[config.mk]
export PLATFORM = sky130hd
export DESIGN_NAME = button_menu_blink_code_controller
export DESIGN_NICKNAME = d
export VERILOG_FILES = /design/src/rtl/bmc_pkg.sv /design/src/rtl/button_menu_blink_code_controller.sv
export SDC_FILE = /design/constraint.sdc
export NUM_CORES = 1
export LEC_CHECK = 0
export ABC_AREA = 1
export ABC_CLOCK_PERIOD_IN_PS = 4560
export BUFFER_PORTS_ARGS = -buffer_cell sky130_fd_sc_hd__buf_2
export CORE_ASPECT_RATIO = 0.6
export CORE_MARGIN = 2
export CORE_UTILIZATION = 60
export CTS_CLUSTER_SIZE = 16
export DETAILED_ROUTE_END_ITERATION = 6
export PLACE_DENSITY = 0.83
export SLEW_MARGIN = 20
export SYNTH_ARGS = -nofsm -noshare
export SYNTH_HDL_FRONTEND = slang
export SYNTH_SLANG_ARGS = --single-unit
[constraint.sdc]
create_clock -name clk -period 4.56 [get_ports clk]
set_input_delay 0 -clock clk [delete_from_list [all_inputs] [get_ports clk]]
set_output_delay 0 -clock clk [all_outputs]
set_load 0.005 [all_outputs]
[src/rtl/bmc_pkg.sv]
// Package: shared types and constants for the button menu blink-code controller.
`timescale 1ns / 1ps

package bmc_pkg;

  localparam int unsigned TimeW = 32;
  localparam int unsigned CfgW  = 16;
  localparam int unsigned OptW  = 2;
  localparam int unsigned CfgIdxW = 3;

  typedef enum logic [1:0] {
    REQ_TICK    = 2'd0,
    REQ_PRESS   = 2'd1,
    REQ_RELEASE = 2'd2,
    REQ_UNUSED  = 2'd3
  } req_t;

  typedef enum logic [CfgIdxW-1:0] {
    REG_HEARTBEAT_HALF = 3'd0,
    REG_ENTER_HOLD     = 3'd1,
    REG_CONFIRM_HOLD   = 3'd2,
    REG_IDLE_TIMEOUT   = 3'd3,
    REG_FLASH_HALF     = 3'd4,
    REG_FLASH_GAP      = 3'd5,
    REG_SPARE6         = 3'd6,
    REG_SPARE7         = 3'd7
  } reg_idx_t;

  localparam logic [CfgW-1:0] HeartbeatHalfRst = 16'd250;
  localparam logic [CfgW-1:0] EnterHoldRst     = 16'd1000;
  localparam logic [CfgW-1:0] ConfirmHoldRst   = 16'd2000;
  localparam logic [CfgW-1:0] IdleTimeoutRst   = 16'd10000;
  localparam logic [CfgW-1:0] FlashHalfRst     = 16'd250;
  localparam logic [CfgW-1:0] FlashGapRst      = 16'd500;

  localparam logic [OptW-1:0] FirstOption = 2'd1;

  typedef struct packed {
    logic            led_on;
    logic            in_menu;
    logic [OptW-1:0] option_shown;
    logic            commit;
    logic [OptW-1:0] commit_option;
  } result_t;

endpackage

[src/rtl/button_menu_blink_code_controller.sv]
// Top level: single-button menu controller with blink-code status LED.
// Path: an accepted word is held in the input register, and its result word is then
// loaded into the output register once that register is empty or being read.
// Throughput: one word per cycle while results are read; the registers decouple the
// channels, so a word is taken while a result waits if the input register is empty.
// Reset (rst, synchronous, active high): heartbeat mode, LED off, option 1, registers
// back to their default millisecond values, both register stages empty.
`timescale 1ns / 1ps

module button_menu_blink_code_controller #(
  parameter int unsigned OPTION_COUNT = 3
) (
  input  logic                         clk,
  input  logic                         rst,
  // configuration write port
  input  logic                         cfg_we,
  input  logic [bmc_pkg::CfgIdxW-1:0]  cfg_index,
  input  logic [bmc_pkg::CfgW-1:0]     cfg_data,
  // input channel
  input  logic                         in_valid,
  output logic                         in_ready,
  input  logic [1:0]                   req_type,
  input  logic [bmc_pkg::TimeW-1:0]    time_ms,
  input  logic [bmc_pkg::TimeW-1:0]    hold_ms,
  // output channel
  output logic                         out_valid,
  input  logic                         out_ready,
  output logic                         led_on,
  output logic                         in_menu,
  output logic [bmc_pkg::OptW-1:0]     option_shown,
  output logic                         commit,
  output logic [bmc_pkg::OptW-1:0]     commit_option
);

  import bmc_pkg::*;

  localparam logic [OptW-1:0] LastOption = OptW'(OPTION_COUNT);

  // configuration registers
  logic [CfgW-1:0] heartbeat_half, enter_hold, confirm_hold;
  logic [CfgW-1:0] idle_timeout, flash_half, flash_gap;

  // controller state
  logic             menu_mode, menu_mode_next;
  logic [TimeW-1:0] next_change, next_change_next;
  logic [TimeW-1:0] last_activity, last_activity_next;
  logic [OptW-1:0]  sel_option, sel_option_next;
  logic [OptW-1:0]  flash_count, flash_count_next;
  logic             led_state, led_state_next;

  // input register stage
  logic             s1_valid;
  req_t             s1_req;
  logic [TimeW-1:0] s1_time, s1_hold;
  logic             s1_adv;

  // output register
  result_t          res, res_next;

  // ---------------------------------------------------------------------------
  // Handshake: stage 1 drains into the output register whenever that register
  // is empty or being read; stage 1 refills when empty or draining.
  // ---------------------------------------------------------------------------
  assign s1_adv   = s1_valid && (!out_valid || out_ready);
  assign in_ready = !s1_valid || s1_adv;

  always_ff @(posedge clk) begin
    if (rst) begin
      heartbeat_half <= HeartbeatHalfRst;
      enter_hold     <= EnterHoldRst;
      confirm_hold   <= ConfirmHoldRst;
      idle_timeout   <= IdleTimeoutRst;
      flash_half     <= FlashHalfRst;
      flash_gap      <= FlashGapRst;
    end else if (cfg_we) begin
      unique case (reg_idx_t'(cfg_index))
        REG_HEARTBEAT_HALF: heartbeat_half <= cfg_data;
        REG_ENTER_HOLD:     enter_hold     <= cfg_data;
        REG_CONFIRM_HOLD:   confirm_hold   <= cfg_data;
        REG_IDLE_TIMEOUT:   idle_timeout   <= cfg_data;
        REG_FLASH_HALF:     flash_half     <= cfg_data;
        REG_FLASH_GAP:      flash_gap      <= cfg_data;
        default: ;  // indexes beyond the register list are dropped
      endcase
    end
  end

  always_ff @(posedge clk) begin
    if (rst) begin
      s1_valid <= 1'b0;
    end else if (in_ready) begin
      s1_valid <= in_valid;
    end
  end

  always_ff @(posedge clk) begin
    if (in_valid && in_ready) begin
      s1_req  <= req_t'(req_type);
      s1_time <= time_ms;
      s1_hold <= hold_ms;
    end
  end

  // ---------------------------------------------------------------------------
  // Single-pass update. All deadline checks use wrapping 32-bit differences:
  // a deadline is reached when now - target has its sign bit clear.
  // ---------------------------------------------------------------------------
  logic [TimeW-1:0] since_change, since_activity;
  logic             reached;
  logic             idle_expired;
  logic             hold_enter, hold_confirm;
  logic [OptW:0]    flash_inc;
  logic             group_done;

  assign since_change   = s1_time - next_change;
  assign since_activity = s1_time - last_activity;
  assign reached        = !since_change[TimeW-1];
  assign idle_expired   = since_activity >= {{(TimeW-CfgW){1'b0}}, idle_timeout};
  assign hold_enter     = s1_hold >= {{(TimeW-CfgW){1'b0}}, enter_hold};
  assign hold_confirm   = s1_hold >= {{(TimeW-CfgW){1'b0}}, confirm_hold};
  assign flash_inc      = {1'b0, flash_count} + (OptW+1)'(1);
  assign group_done     = flash_inc >= {1'b0, sel_option};

  always_comb begin
    menu_mode_next     = menu_mode;
    next_change_next   = next_change;
    last_activity_next = last_activity;
    sel_option_next    = sel_option;
    flash_count_next   = flash_count;
    led_state_next     = led_state;
    res_next.commit        = 1'b0;
    res_next.commit_option = '0;

    case (s1_req)
      REQ_TICK: begin
        if (!menu_mode) begin
          if (reached) begin
            led_state_next   = !led_state;
            next_change_next = s1_time + {{(TimeW-CfgW){1'b0}}, heartbeat_half};
          end
        end else if (idle_expired) begin
          // menu idle too long: back to heartbeat
          menu_mode_next   = 1'b0;
          led_state_next   = 1'b0;
          next_change_next = s1_time + {{(TimeW-CfgW){1'b0}}, heartbeat_half};
        end else if (reached) begin
          if (!led_state) begin
            led_state_next   = 1'b1;
            next_change_next = s1_time + {{(TimeW-CfgW){1'b0}}, flash_half};
          end else begin
            led_state_next = 1'b0;
            if (group_done) begin
              flash_count_next = '0;
              next_change_next = s1_time + {{(TimeW-CfgW){1'b0}}, flash_gap};
            end else begin
              flash_count_next = flash_inc[OptW-1:0];
              next_change_next = s1_time + {{(TimeW-CfgW){1'b0}}, flash_half};
            end
          end
        end
      end
      REQ_PRESS, REQ_RELEASE: begin
        if (!menu_mode) begin
          if (s1_req == REQ_RELEASE && hold_enter) begin
            menu_mode_next     = 1'b1;
            last_activity_next = s1_time;
            sel_option_next    = FirstOption;
            flash_count_next   = '0;
            led_state_next     = 1'b0;
            next_change_next   = s1_time;
          end
        end else begin
          last_activity_next = s1_time;
          if (s1_req == REQ_RELEASE) begin
            // commit check wins over the short-press check
            if (hold_confirm) begin
              res_next.commit        = 1'b1;
              res_next.commit_option = sel_option;
              menu_mode_next   = 1'b0;
              led_state_next   = 1'b0;
              next_change_next = s1_time + {{(TimeW-CfgW){1'b0}}, heartbeat_half};
            end else if (!hold_enter) begin
              sel_option_next  = (sel_option >= LastOption) ? FirstOption
                                                            : sel_option + OptW'(1);
              flash_count_next = '0;
              led_state_next   = 1'b0;
              next_change_next = s1_time;
            end
          end
        end
      end
      default: ;  // unused request code: state unchanged
    endcase

    res_next.led_on       = led_state_next;
    res_next.in_menu      = menu_mode_next;
    res_next.option_shown = sel_option_next;
  end

  always_ff @(posedge clk) begin
    if (rst) begin
      menu_mode     <= 1'b0;
      next_change   <= '0;
      last_activity <= '0;
      sel_option    <= FirstOption;
      flash_count   <= '0;
      led_state     <= 1'b0;
    end else if (s1_adv) begin
      menu_mode     <= menu_mode_next;
      next_change   <= next_change_next;
      last_activity <= last_activity_next;
      sel_option    <= sel_option_next;
      flash_count   <= flash_count_next;
      led_state     <= led_state_next;
    end
  end

  // output register
  always_ff @(posedge clk) begin
    if (rst) begin
      out_valid <= 1'b0;
    end else if (!out_valid || out_ready) begin
      out_valid <= s1_valid;
    end
  end

  always_ff @(posedge clk) begin
    if (s1_adv) begin
      res <= res_next;
    end
  end

  assign led_on        = res.led_on;
  assign in_menu       = res.in_menu;
  assign option_shown  = res.option_shown;
  assign commit        = res.commit;
  assign commit_option = res.commit_option;

`ifndef ASSERT_OFF
  // a commit always lands in heartbeat mode
  a_commit_leaves_menu: assert property (@(posedge clk) disable iff (rst)
    out_valid && commit |-> !in_menu)
    else $error("commit word still shows menu mode");

  // committed option reads zero unless a commit happened
  a_commit_opt_zero: assert property (@(posedge clk) disable iff (rst)
    out_valid && !commit |-> commit_option == '0)
    else $error("commit_option nonzero without commit");

  // selected option stays within 1..OPTION_COUNT
  a_option_range: assert property (@(posedge clk) disable iff (rst)
    sel_option != '0 && sel_option <= LastOption)
    else $error("selected option out of range");

  // flash count never reaches the selected option
  a_flash_count: assert property (@(posedge clk) disable iff (rst)
    flash_count < sel_option)
    else $error("flash count overran option");
`endif

endmodule
# Word level (Yosys, flattened, before mapping)
# Cells that the tools add are included.
# classes
eq_ne	18
n_addsub	7
mux	50
n_lt_le_gt_ge	5
reduce_logical	24
# op_table
cell	n
32-bit 2-to-1 mux	12
32-bit by 16-bit adder with 32-bit output	3
32-bit by 16-bit greater-or-equal comparator with 1-bit output	3
32-bit case mux with 2 select lines	1
32-bit subtractor	2
2-bit 2-to-1 mux	17
3-bit != test, second input constant	6
1-bit 2-to-1 mux	16
2-bit AND reduction	6
10-bit AND reduction	1
2-bit != test, second input constant	4
7-bit AND reduction	1
3-bit by 2-bit equality test with 1-bit output, second input constant	2
3-bit equality test, second input constant	2
3-bit AND reduction	2
4-bit != test, second input constant	1
1-bit case mux with 2 select lines	2
2-bit case mux with 2 select lines	1
4-bit AND reduction	1
2-bit nonzero test	2
2-bit by 1-bit adder with 3-bit output, second input constant	1
3-bit by 1-bit equality test with 1-bit output, second input constant	1
3-bit by 2-bit greater-or-equal comparator with 1-bit output	1
1-bit logical AND	3
other kinds (10)	13
# word_totals
output_inout_bits	9
word_cells	126
register_bits	241
inputBits	90

# Logic depth before layout (Yosys ltp)
# Gate-level depths: netlist of the first run.
# logic_depth
depth_word	8
mapped_depth	27
mapped_depth_nobuf	26

# Worst setup path before layout of the first run
# Ideal clock, no wire load.
# synth_timing
path_type	flip-flop to flip-flop
from	register s1_time[0]
to	register next_change[22]
stages_incl_launch_ff	28
path_buffers	1
t_required_ns	4.451
setup_time_ns	0.109
synth_period_minus_slack_ns	3.440
path_slack_ns	1.120
arrival_time_ns	3.331
path_cell_list	edfxtp_1 inv_1 ha_1 fa_1 inv_1 nand3_1 nand3_2 nand2_1 nand2_1 nand2_1 nand2_1 xor2_1 ha_1 nand2_1 nor2_1 a211oi_1 nand2_1 nor2_1 nand3_1 nor2_2 nand3_2 nor2_8 buf_6 nand3_1 nand3_1 nand3_1 nand2_1 inv_1
# synth_via
elab_chain_len	7
word_cells_on_any_way	19
classes_between	add/sub (5); order compare (1); eq/ne (2); mux (10); reduce/logical (1)
# synth_rtl
item	line_no	source
start, declared	button_menu_blink_code_controller.sv:54	logic [TimeW-1:0] s1_time, s1_hold;
start signal, assigned	button_menu_blink_code_controller.sv:99	s1_time <= time_ms;
parallel branches: the longest is 7 deep, another holds 32-bit subtractor	n/a	
end signal, assigned	button_menu_blink_code_controller.sv:210	next_change <= next_change_next;
end, declared	button_menu_blink_code_controller.sv:45	logic [TimeW-1:0] next_change, next_change_next;
# Parallel ways; which one is timed is not known. The select of a mux whose other input is x is not followed.
# A chain may end at the register's enable or synchronous reset.

# Final worst setup path of the first run
# layout_timing
from	register s1_time[2]
to	register next_change[0]
# layout_via
elab_chain_len	5
word_cells_on_any_way	9
classes_between	add/sub (2); order compare (1); eq/ne (2); mux (3); reduce/logical (1)
# layout_rtl
item	line_no	source
32-bit subtractor	button_menu_blink_code_controller.sv:116	assign since_activity = s1_time - last_activity;
32-bit by 16-bit greater-or-equal comparator with 1-bit output	button_menu_blink_code_controller.sv:118	assign idle_expired = since_activity >= {{(TimeW-CfgW){1'b0}}, idle_timeout};
32-bit 2-to-1 mux	button_menu_blink_code_controller.sv:141	end else if (idle_expired) begin
32-bit 2-to-1 mux	button_menu_blink_code_controller.sv:136	if (!menu_mode) begin
32-bit case mux with 2 select lines	button_menu_blink_code_controller.sv:134	case (s1_req)
# Parallel ways exist; a longest one is shown, timed or not.

==> results of run 1 <==
layout make-up:
cell class	count	area, sq um
clock buffer	37	773
clock inverter	7	55.1
fill	2390	8510
inverter	406	1530
multi-input combinational	1866	10200
sequential	241	5560
tap	375	469
timing repair buffer	224	1670
power groups by stage:
stage	Clock (mW)	Combinational (mW)	Sequential, mW
floorplan	0	0.947	2.41
global placement	0	1.32	2.43
detailed placement	0	1.36	2.43
CTS	2.12	1.43	2.38
global route	2.20	1.64	2.39
finish	2.13	1.48	2.39
worst max-delay path by stage:
stage / start / endpoint / slack (ns) / cells after the start
2_1_floorplan: s1_time[0]$_DFFE_PP_ / next_change[22]$_SDFFE_PP0P_ / 1.12 / 27
3_3_place_gp: s1_time[2]$_DFFE_PP_ / next_change[9]$_SDFFE_PP0P_ / 0.62 / 23
3_5_place_dp: s1_time[2]$_DFFE_PP_ / next_change[6]$_SDFFE_PP0P_ / 0.39 / 23
4_1_cts: s1_time[2]$_DFFE_PP_ / next_change[6]$_SDFFE_PP0P_ / 0.36 / 23
5_1_grt: s1_time[0]$_DFFE_PP_ / next_change[4]$_SDFFE_PP0P_ / 0.04 / 26
6_report: s1_time[2]$_DFFE_PP_ / next_change[0]$_SDFFE_PP0P_ / 0.36 / 23
sequential cells by signal, indices dropped and copies added (netlist names), 2 cells and up:
signal / flops
option_shown: 2
next_change: 32
idle_timeout: 16
commit_option: 2
confirm_hold: 16
s1_hold: 32
sel_option: 2
s1_req: 2
heartbeat_half: 16
s1_time: 32
flash_gap: 16
flash_half: 16
enter_hold: 16
flash_count: 2
last_activity: 32
per-stage QoR:
stage                     cell area [sq um]  hold slack [ns]  cells
after floorplan                       17600           0.0989   2588
after global routing                  20300           0.0611   3156
final                                 20300           0.0384   3156
after CTS                             20200          0.00368   3154
after detailed placement              18500            0.178   3021
after global placement                18500            0.176   3021
Yosys cell counts, types with 4 or more instances:
cell / instances
a21o_1: 5
buf_2: 12
nand3b_1: 11
nand3_1: 168
xnor2_1: 16
a31oi_1: 5
nand4_1: 23
ha_1: 164
or2_2: 10
o21a_1: 5
nor2_2: 8
and2_1: 4
clkinv_1: 4
fa_1: 5
a21oi_1: 235
nor4_1: 8
inv_2: 13
dfxtp_1: 168
inv_1: 389
o21ai_0: 184
o211ai_1: 35
nand2_2: 11
o21bai_1: 7
clkbuf_1: 59
a21boi_0: 6
o21ai_1: 8
xor2_1: 47
nor3_1: 18
edfxtp_1: 73
nand2_1: 638
nand3_2: 6
nor2_1: 217
critical path, cell delays in order (launching register included):
cell and delay [ns]:
edfxtp_1 0.57, ha_1 0.49, nand2_1 0.08, nor2_1 0.14
nand2_1 0.08, nand3_2 0.09, nand2_1 0.05, nand2_1 0.14
xor2_1 0.19, ha_1 0.27, a21oi_1 0.15, nor2_1 0.05
a211oi_1 0.21, nand2_1 0.08, nor2_1 0.10, nand3_1 0.10
nor2_2 0.22, nand3_4 0.18, nor2_8 0.40, nand3_1 0.16
nand3_1 0.12, nand3_1 0.08, nand2_1 0.10, inv_1 0.04
logic make-up (layout without fill, tap and decap cells):
logic type      after synthesis  after routing  synth area share
flops                       241            241             0.316
mux                           2              2           0.00114
buf+inv                     482            674             0.105
compound gates              501            501             0.153
simple gates               1130           1131             0.271
xor+xnor                     63             63            0.0314
fa+ha+maj                   169            169             0.122
cells in the final DEF (no fill, tap or decap), drive strengths merged:
master         n
xnor2         16
clkbuf        37
dlygate4sd3   89
o21bai         7
a21boi         9
clkinvlp       2
fa             5
ha           164
nor2         229
dfxtp        168
a22oi          1
a21o           5
o22ai          2
a21oi        237
and2           4
xor2          47
nand4         23
o211ai        35
o21ai        193
o21a           5
nand3b        11
buf          135
edfxtp        73
inv          404
nor4           8
or2           10
nand2        649
nand3        174
a211oi         2
nand2b         2
clkinv         7
nor3          21
mux2i          2
a31oi          5
metal layers:
layer / routed length, um / track usage / up-vias
li1: - / - / 8764
met1: 25600 / 0.541 / 8340
met2: 23600 / 0.561 / 1025
met3: 8420 / 0.110 / 126
met4: 1530 / 0.0971 / 0
met5: 0 / 0 / -
repair_timing:
item,in CTS,in global routing
endpoints found under the setup margin,0,6
hold buffers,89,0
hold endpoints to repair,165,0
setup buffers,0,1
gates resized for setup,0,1
==> flow_metrics.env, run 1 <==
export IMPL_p_leak_nw=9.79
export IMPL_dp_final_hpwl_um=43300
export IMPL_finalHoldViolCount=0
export IMPL_relSlewSlack=0.300
export IMPL_rows=48
export IMPL_layout_drive_gt1_share=0.0852
export IMPL_hp_class="input port to register"
export IMPL_tns_ns=0
export IMPL_drv_slew=0
export IMPL_antenna_cells=0
export IMPL_yosysSeqAreaShare=0.316
export IMPL_grt_pass1_vias=17000
export IMPL_combPwrFrac=0.248
export IMPL_nNetsFinal=3022
export IMPL_seqPwrFrac=0.398
export IMPL_fin_util=0.704
export IMPL_hp_start="cfg_index[1]"
export IMPL_synth_area_leaders="dfxtp_1 19%, nand2_1 14%, edfxtp_1 12%, ha_1 12%, inv_1 8.3%"
export IMPL_synth_edf_count=73
export IMPL_die_x_um=225
export IMPL_io_buffers=98
export IMPL_synth_distinct_cells=45
export IMPL_wire_per_inst_um=18.7
export IMPL_cp_arrival_ns=4.65
export IMPL_crit_required_ns=5.01
export IMPL_clk_pin_slew_worst_paths_ns=0.07
export IMPL_cts_root_buf="clkbuf_16"
export IMPL_worstSkewPairLatency_ns=0.56
export IMPL_cap_viol_max_count=0
export IMPL_pwr_share_clk=0.355
export IMPL_fmax_ghz=0.238
export IMPL_grtUsageTotal=0.379
export IMPL_globalRouteOverflowTotal=0
export IMPL_period_share=0.922
export IMPL_finalWorstPathRequiredPeriod_ns=4.20
export IMPL_cts_tree="built"
export IMPL_yosys_warnings=0
export IMPL_antenna_found_initial=0
export IMPL_finClkSkew_ns=0.0353
export IMPL_gp_congestion=1.02
export IMPL_status="finished, violations left"
export IMPL_p_sw_frac=0.330
export IMPL_layout_setup_ws_ns=0.358
export IMPL_core_area_sq_um=28800
export IMPL_setup_viol=0
export IMPL_vias=18300
export IMPL_boundaryPins=99
export IMPL_clock_path_buffers=3
export IMPL_final_antenna_net_count=0
export IMPL_synth_avg_cell_area_sq_um=6.79
export IMPL_h_tree_depth=1
export IMPL_r2r_cells=23
export IMPL_holdPathEnd="idle_timeout[9]$_SDFFE_PP1P_"
export IMPL_routed_wl_um=59100
export IMPL_detail_route_drc_violations=8
export IMPL_grt_max_degree=105
export IMPL_power_switching_mw=1.98
export IMPL_vdd_drop_max_v=0.000292
export IMPL_cts_sinks=241
export IMPL_synth_nets=2847
export IMPL_violations="design-rule violations"
export IMPL_r2r_end="next_change[0]$_SDFFE_PP0P_"
export IMPL_synth_seq_cells=241
export IMPL_grt_setup_unrepaired="no"
export IMPL_synth_cells=2588
export IMPL_syn_area_sq_um=17600
export IMPL_finalPower_mw=6.00
export IMPL_synthArstFlopShare=0
export IMPL_firstDrtPassIters=7
export IMPL_max_slew_worst_pin_slew_ns=1.05
export IMPL_crit_type="register to register"
export IMPL_start_kind="register"
export IMPL_viasPerCell=5.78
export IMPL_dpl_worst_slack_ns=0.392
export IMPL_synth_top_flop_cell="dfxtp_1"
export IMPL_initial_core_util=0.611
export IMPL_worst_path_max_fanout=18
export IMPL_hold_depth=4
export IMPL_crit_path_end_kind="register"
export IMPL_area_growth_pct=15.2
export IMPL_power_density_nw_per_um2=296
export IMPL_numCtsBuffers=24
export IMPL_r2r_setup_slack_ns=0.36
export IMPL_yosysTopAreaCell="dfxtp_1"
export IMPL_dr_first_iter_drc_count=2239
export IMPL_dieArea_sq_um=30700
export IMPL_die_height_um=137
export IMPL_worstReg2RegStart="s1_time[2]$_DFFE_PP_"
export IMPL_grt_pass1_wl_um=90600
export IMPL_intPower_mw=4.02
export IMPL_synth_top_cell_area_share=0.191
Note: power is estimated with default switching activity, not from simulation.
==> run 2: changes to the inputs <==
--- a/config.mk
+++ b/config.mk
@@ -9,11 +9,11 @@
 export ABC_CLOCK_PERIOD_IN_PS = 4560
 export BUFFER_PORTS_ARGS = -buffer_cell sky130_fd_sc_hd__buf_2
 export CORE_ASPECT_RATIO = 0.6
-export CORE_MARGIN = 2
+export CORE_MARGIN = 8
 export CORE_UTILIZATION = 60
 export CTS_CLUSTER_SIZE = 16
 export DETAILED_ROUTE_END_ITERATION = 6
-export PLACE_DENSITY = 0.83
+export PLACE_DENSITY = 0.79
 export SLEW_MARGIN = 20
 export SYNTH_ARGS = -nofsm -noshare
 export SYNTH_HDL_FRONTEND = slang
==> run 2 against run 1 <==
The flow now finishes without violations. Maximum frequency shrank 0.30%. Utilization rose by 0.17 points. Combinational power about the same. Clock power is essentially flat. Clock skew fell by 0.014 ns. Sequential share of layout area decreased by 0.066 points. Worst hold slack got worse by 0.0092 ns. Final area increased by 0.24%. Routed wire length grew 2.8%. Global-route usage down 4.7 points.
==> flow_metrics.env, run 2 (synthesized netlist as in run 1, its figures left out) <==
export IMPL_status="finished clean"
export IMPL_relSlewSlack=0.172
export IMPL_final_antenna_net_count=0
export IMPL_antenna_cells=0
export IMPL_cts_sinks=241
export IMPL_mostFrequentLayoutCell="nand2_1"
export IMPL_numCtsBuffers=25
export IMPL_drv_slew=0
export IMPL_finalHoldViolCount=0
export IMPL_antenna_found_initial=2
export IMPL_cts_root_buf="clkbuf_16"
export IMPL_h_tree_depth=1
export IMPL_die_x_um=237
export IMPL_final_area_sq_um=20300
export IMPL_core_area_sq_um=28800
export IMPL_grt_max_degree=63
export IMPL_area_growth_pct=15.5
export IMPL_vias=18300
export IMPL_path_buf_inv=4
export IMPL_boundaryPins=99
export IMPL_cts_tree="built"
export IMPL_dr_first_iter_drc_count=2105
export IMPL_hp_class="input port to register"
export IMPL_period_share=0.924
export IMPL_p_leak_nw=9.82
export IMPL_power_density_nw_per_um2=297
export IMPL_wire_per_inst_um=19.2
export IMPL_firstDrtPassIters=6
export IMPL_dieArea_sq_um=35200
export IMPL_clk_pin_slew_worst_paths_ns=0.07
export IMPL_start_kind="register"
export IMPL_routed_wl_um=60700
export IMPL_io_buffers=98
export IMPL_vdd_drop_max_v=0.000331
export IMPL_cp_top_family="simple AND/OR/NAND/NOR gates"
export IMPL_grt_pass1_vias=17100
export IMPL_cp_arrival_ns=4.67
export IMPL_viasPerCell=5.78
export IMPL_dp_final_hpwl_um=44700
export IMPL_grtUsageTotal=0.332
export IMPL_finClkSkew_ns=0.0211
export IMPL_regArea_sq_um=5560
export IMPL_fill_cells=2417
export IMPL_crit_path_top_delay_cell="edfxtp_1"
export IMPL_gp_congestion=1.01
export IMPL_worst_path_max_fanout=17
export IMPL_worstSkewPairLatency_ns=0.56
export IMPL_fmax_ghz=0.237
export IMPL_setup_viol=0
export IMPL_nNetsFinal=3027
export IMPL_layout_drive_gt1_share=0.0865
export IMPL_rows=48
export IMPL_slowest_delay_ns=0.43
export IMPL_detail_route_drc_violations=0
export IMPL_finalPower_mw=6.04
export IMPL_cap_viol_max_count=0
export IMPL_final_cell_mix="637 x nand2_1, 387 x inv_1, 235 x a21oi_1"
export IMPL_crit_required_ns=5.01
export IMPL_cp_common_cell="nand2_1"
export IMPL_fin_util=0.706
export IMPL_crit_path_end_kind="register"
export IMPL_initial_core_util=0.611
export IMPL_multiInputGateArea_sq_um=10200
export IMPL_place_area_sq_um=18500
export IMPL_max_slew_worst_pin_slew_ns=1.24
export IMPL_die_height_um=149
export IMPL_clock_path_buffers=3
export IMPL_crit_type="register to register"
export IMPL_grt_pass1_wl_um=93600
export IMPL_finalWorstPathRequiredPeriod_ns=4.21
export IMPL_globalRouteOverflowTotal=0
==> run 2: where the power goes <==
part / leakage, nW / switching (mW) / internal, mW
Sequential: 2.08 / 0.0778 / 2.32
Combinational: 7.34 / 0.959 / 0.524
Clock: 0.398 / 0.930 / 1.23
==> run 2: layer usage <==
| metal | share of wire | global-route usage |
|---|---|---|
| met5 | 0.00036 | 0 |
| met2 | 0.40 | 0.485 |
| met3 | 0.14 | 0.116 |
| met4 | 0.026 | 0.0862 |
| met1 | 0.43 | 0.461 |
==> run 2: cell type report <==
| cell class | instances | area share |
|---|---|---|
| clock buffers | 33 | 0.0338 |
| flip-flops and latches | 241 | 0.274 |
| repair buffers | 228 | 0.0849 |
| well taps | 375 | 0.0231 |
| inverters | 406 | 0.0751 |
| multi-input cells | 1866 | 0.502 |
| clock inverters | 12 | 0.00709 |
==> run 2: tightest hold or removal path, stage by stage <==
cell and delay [ns]:
buf_2 0.09, nor2_1 0.05, inv_1 0.08, nor2_2 0.14
o211ai_1 0.18
==> run 2: what timing repair did <==
item	4_1_cts	5_1_grt
endpoints found under the hold margin	164	0
endpoints found under the setup margin	0	26
resized for setup	0	1
buffers inserted	0	3
hold buffers	88	0
==> run 2: path summary, 6_finish.rpt <==
check,from,end,slack (ns),cells after the start
setup / recovery,s1_time[0]$_DFFE_PP_,next_change[6]$_SDFFE_PP0P_,0.35,27
setup reg to reg,s1_time[0]$_DFFE_PP_,next_change[6]$_SDFFE_PP0P_,0.35,27
hold reg to reg,last_activity[29]$_SDFFE_PP0P_,last_activity[29]$_SDFFE_PP0P_,0.46,2
hold / removal,cfg_index[2],enter_hold[8]$_SDFFE_PP1P_,0.03,5
==> run 2: metrics by stage <==
stage               TNS, ns  std cells  setup WS, ns  hold WS (ns)
floorplan                 0       2588          1.12        0.0989
global placement          0       3024         0.558         0.176
detailed placement        0       3024         0.301         0.178
CTS                       0       3157         0.287       0.00356
global route        -0.0119       3161      -0.00713        0.0501
finish                    0       3161         0.345        0.0292
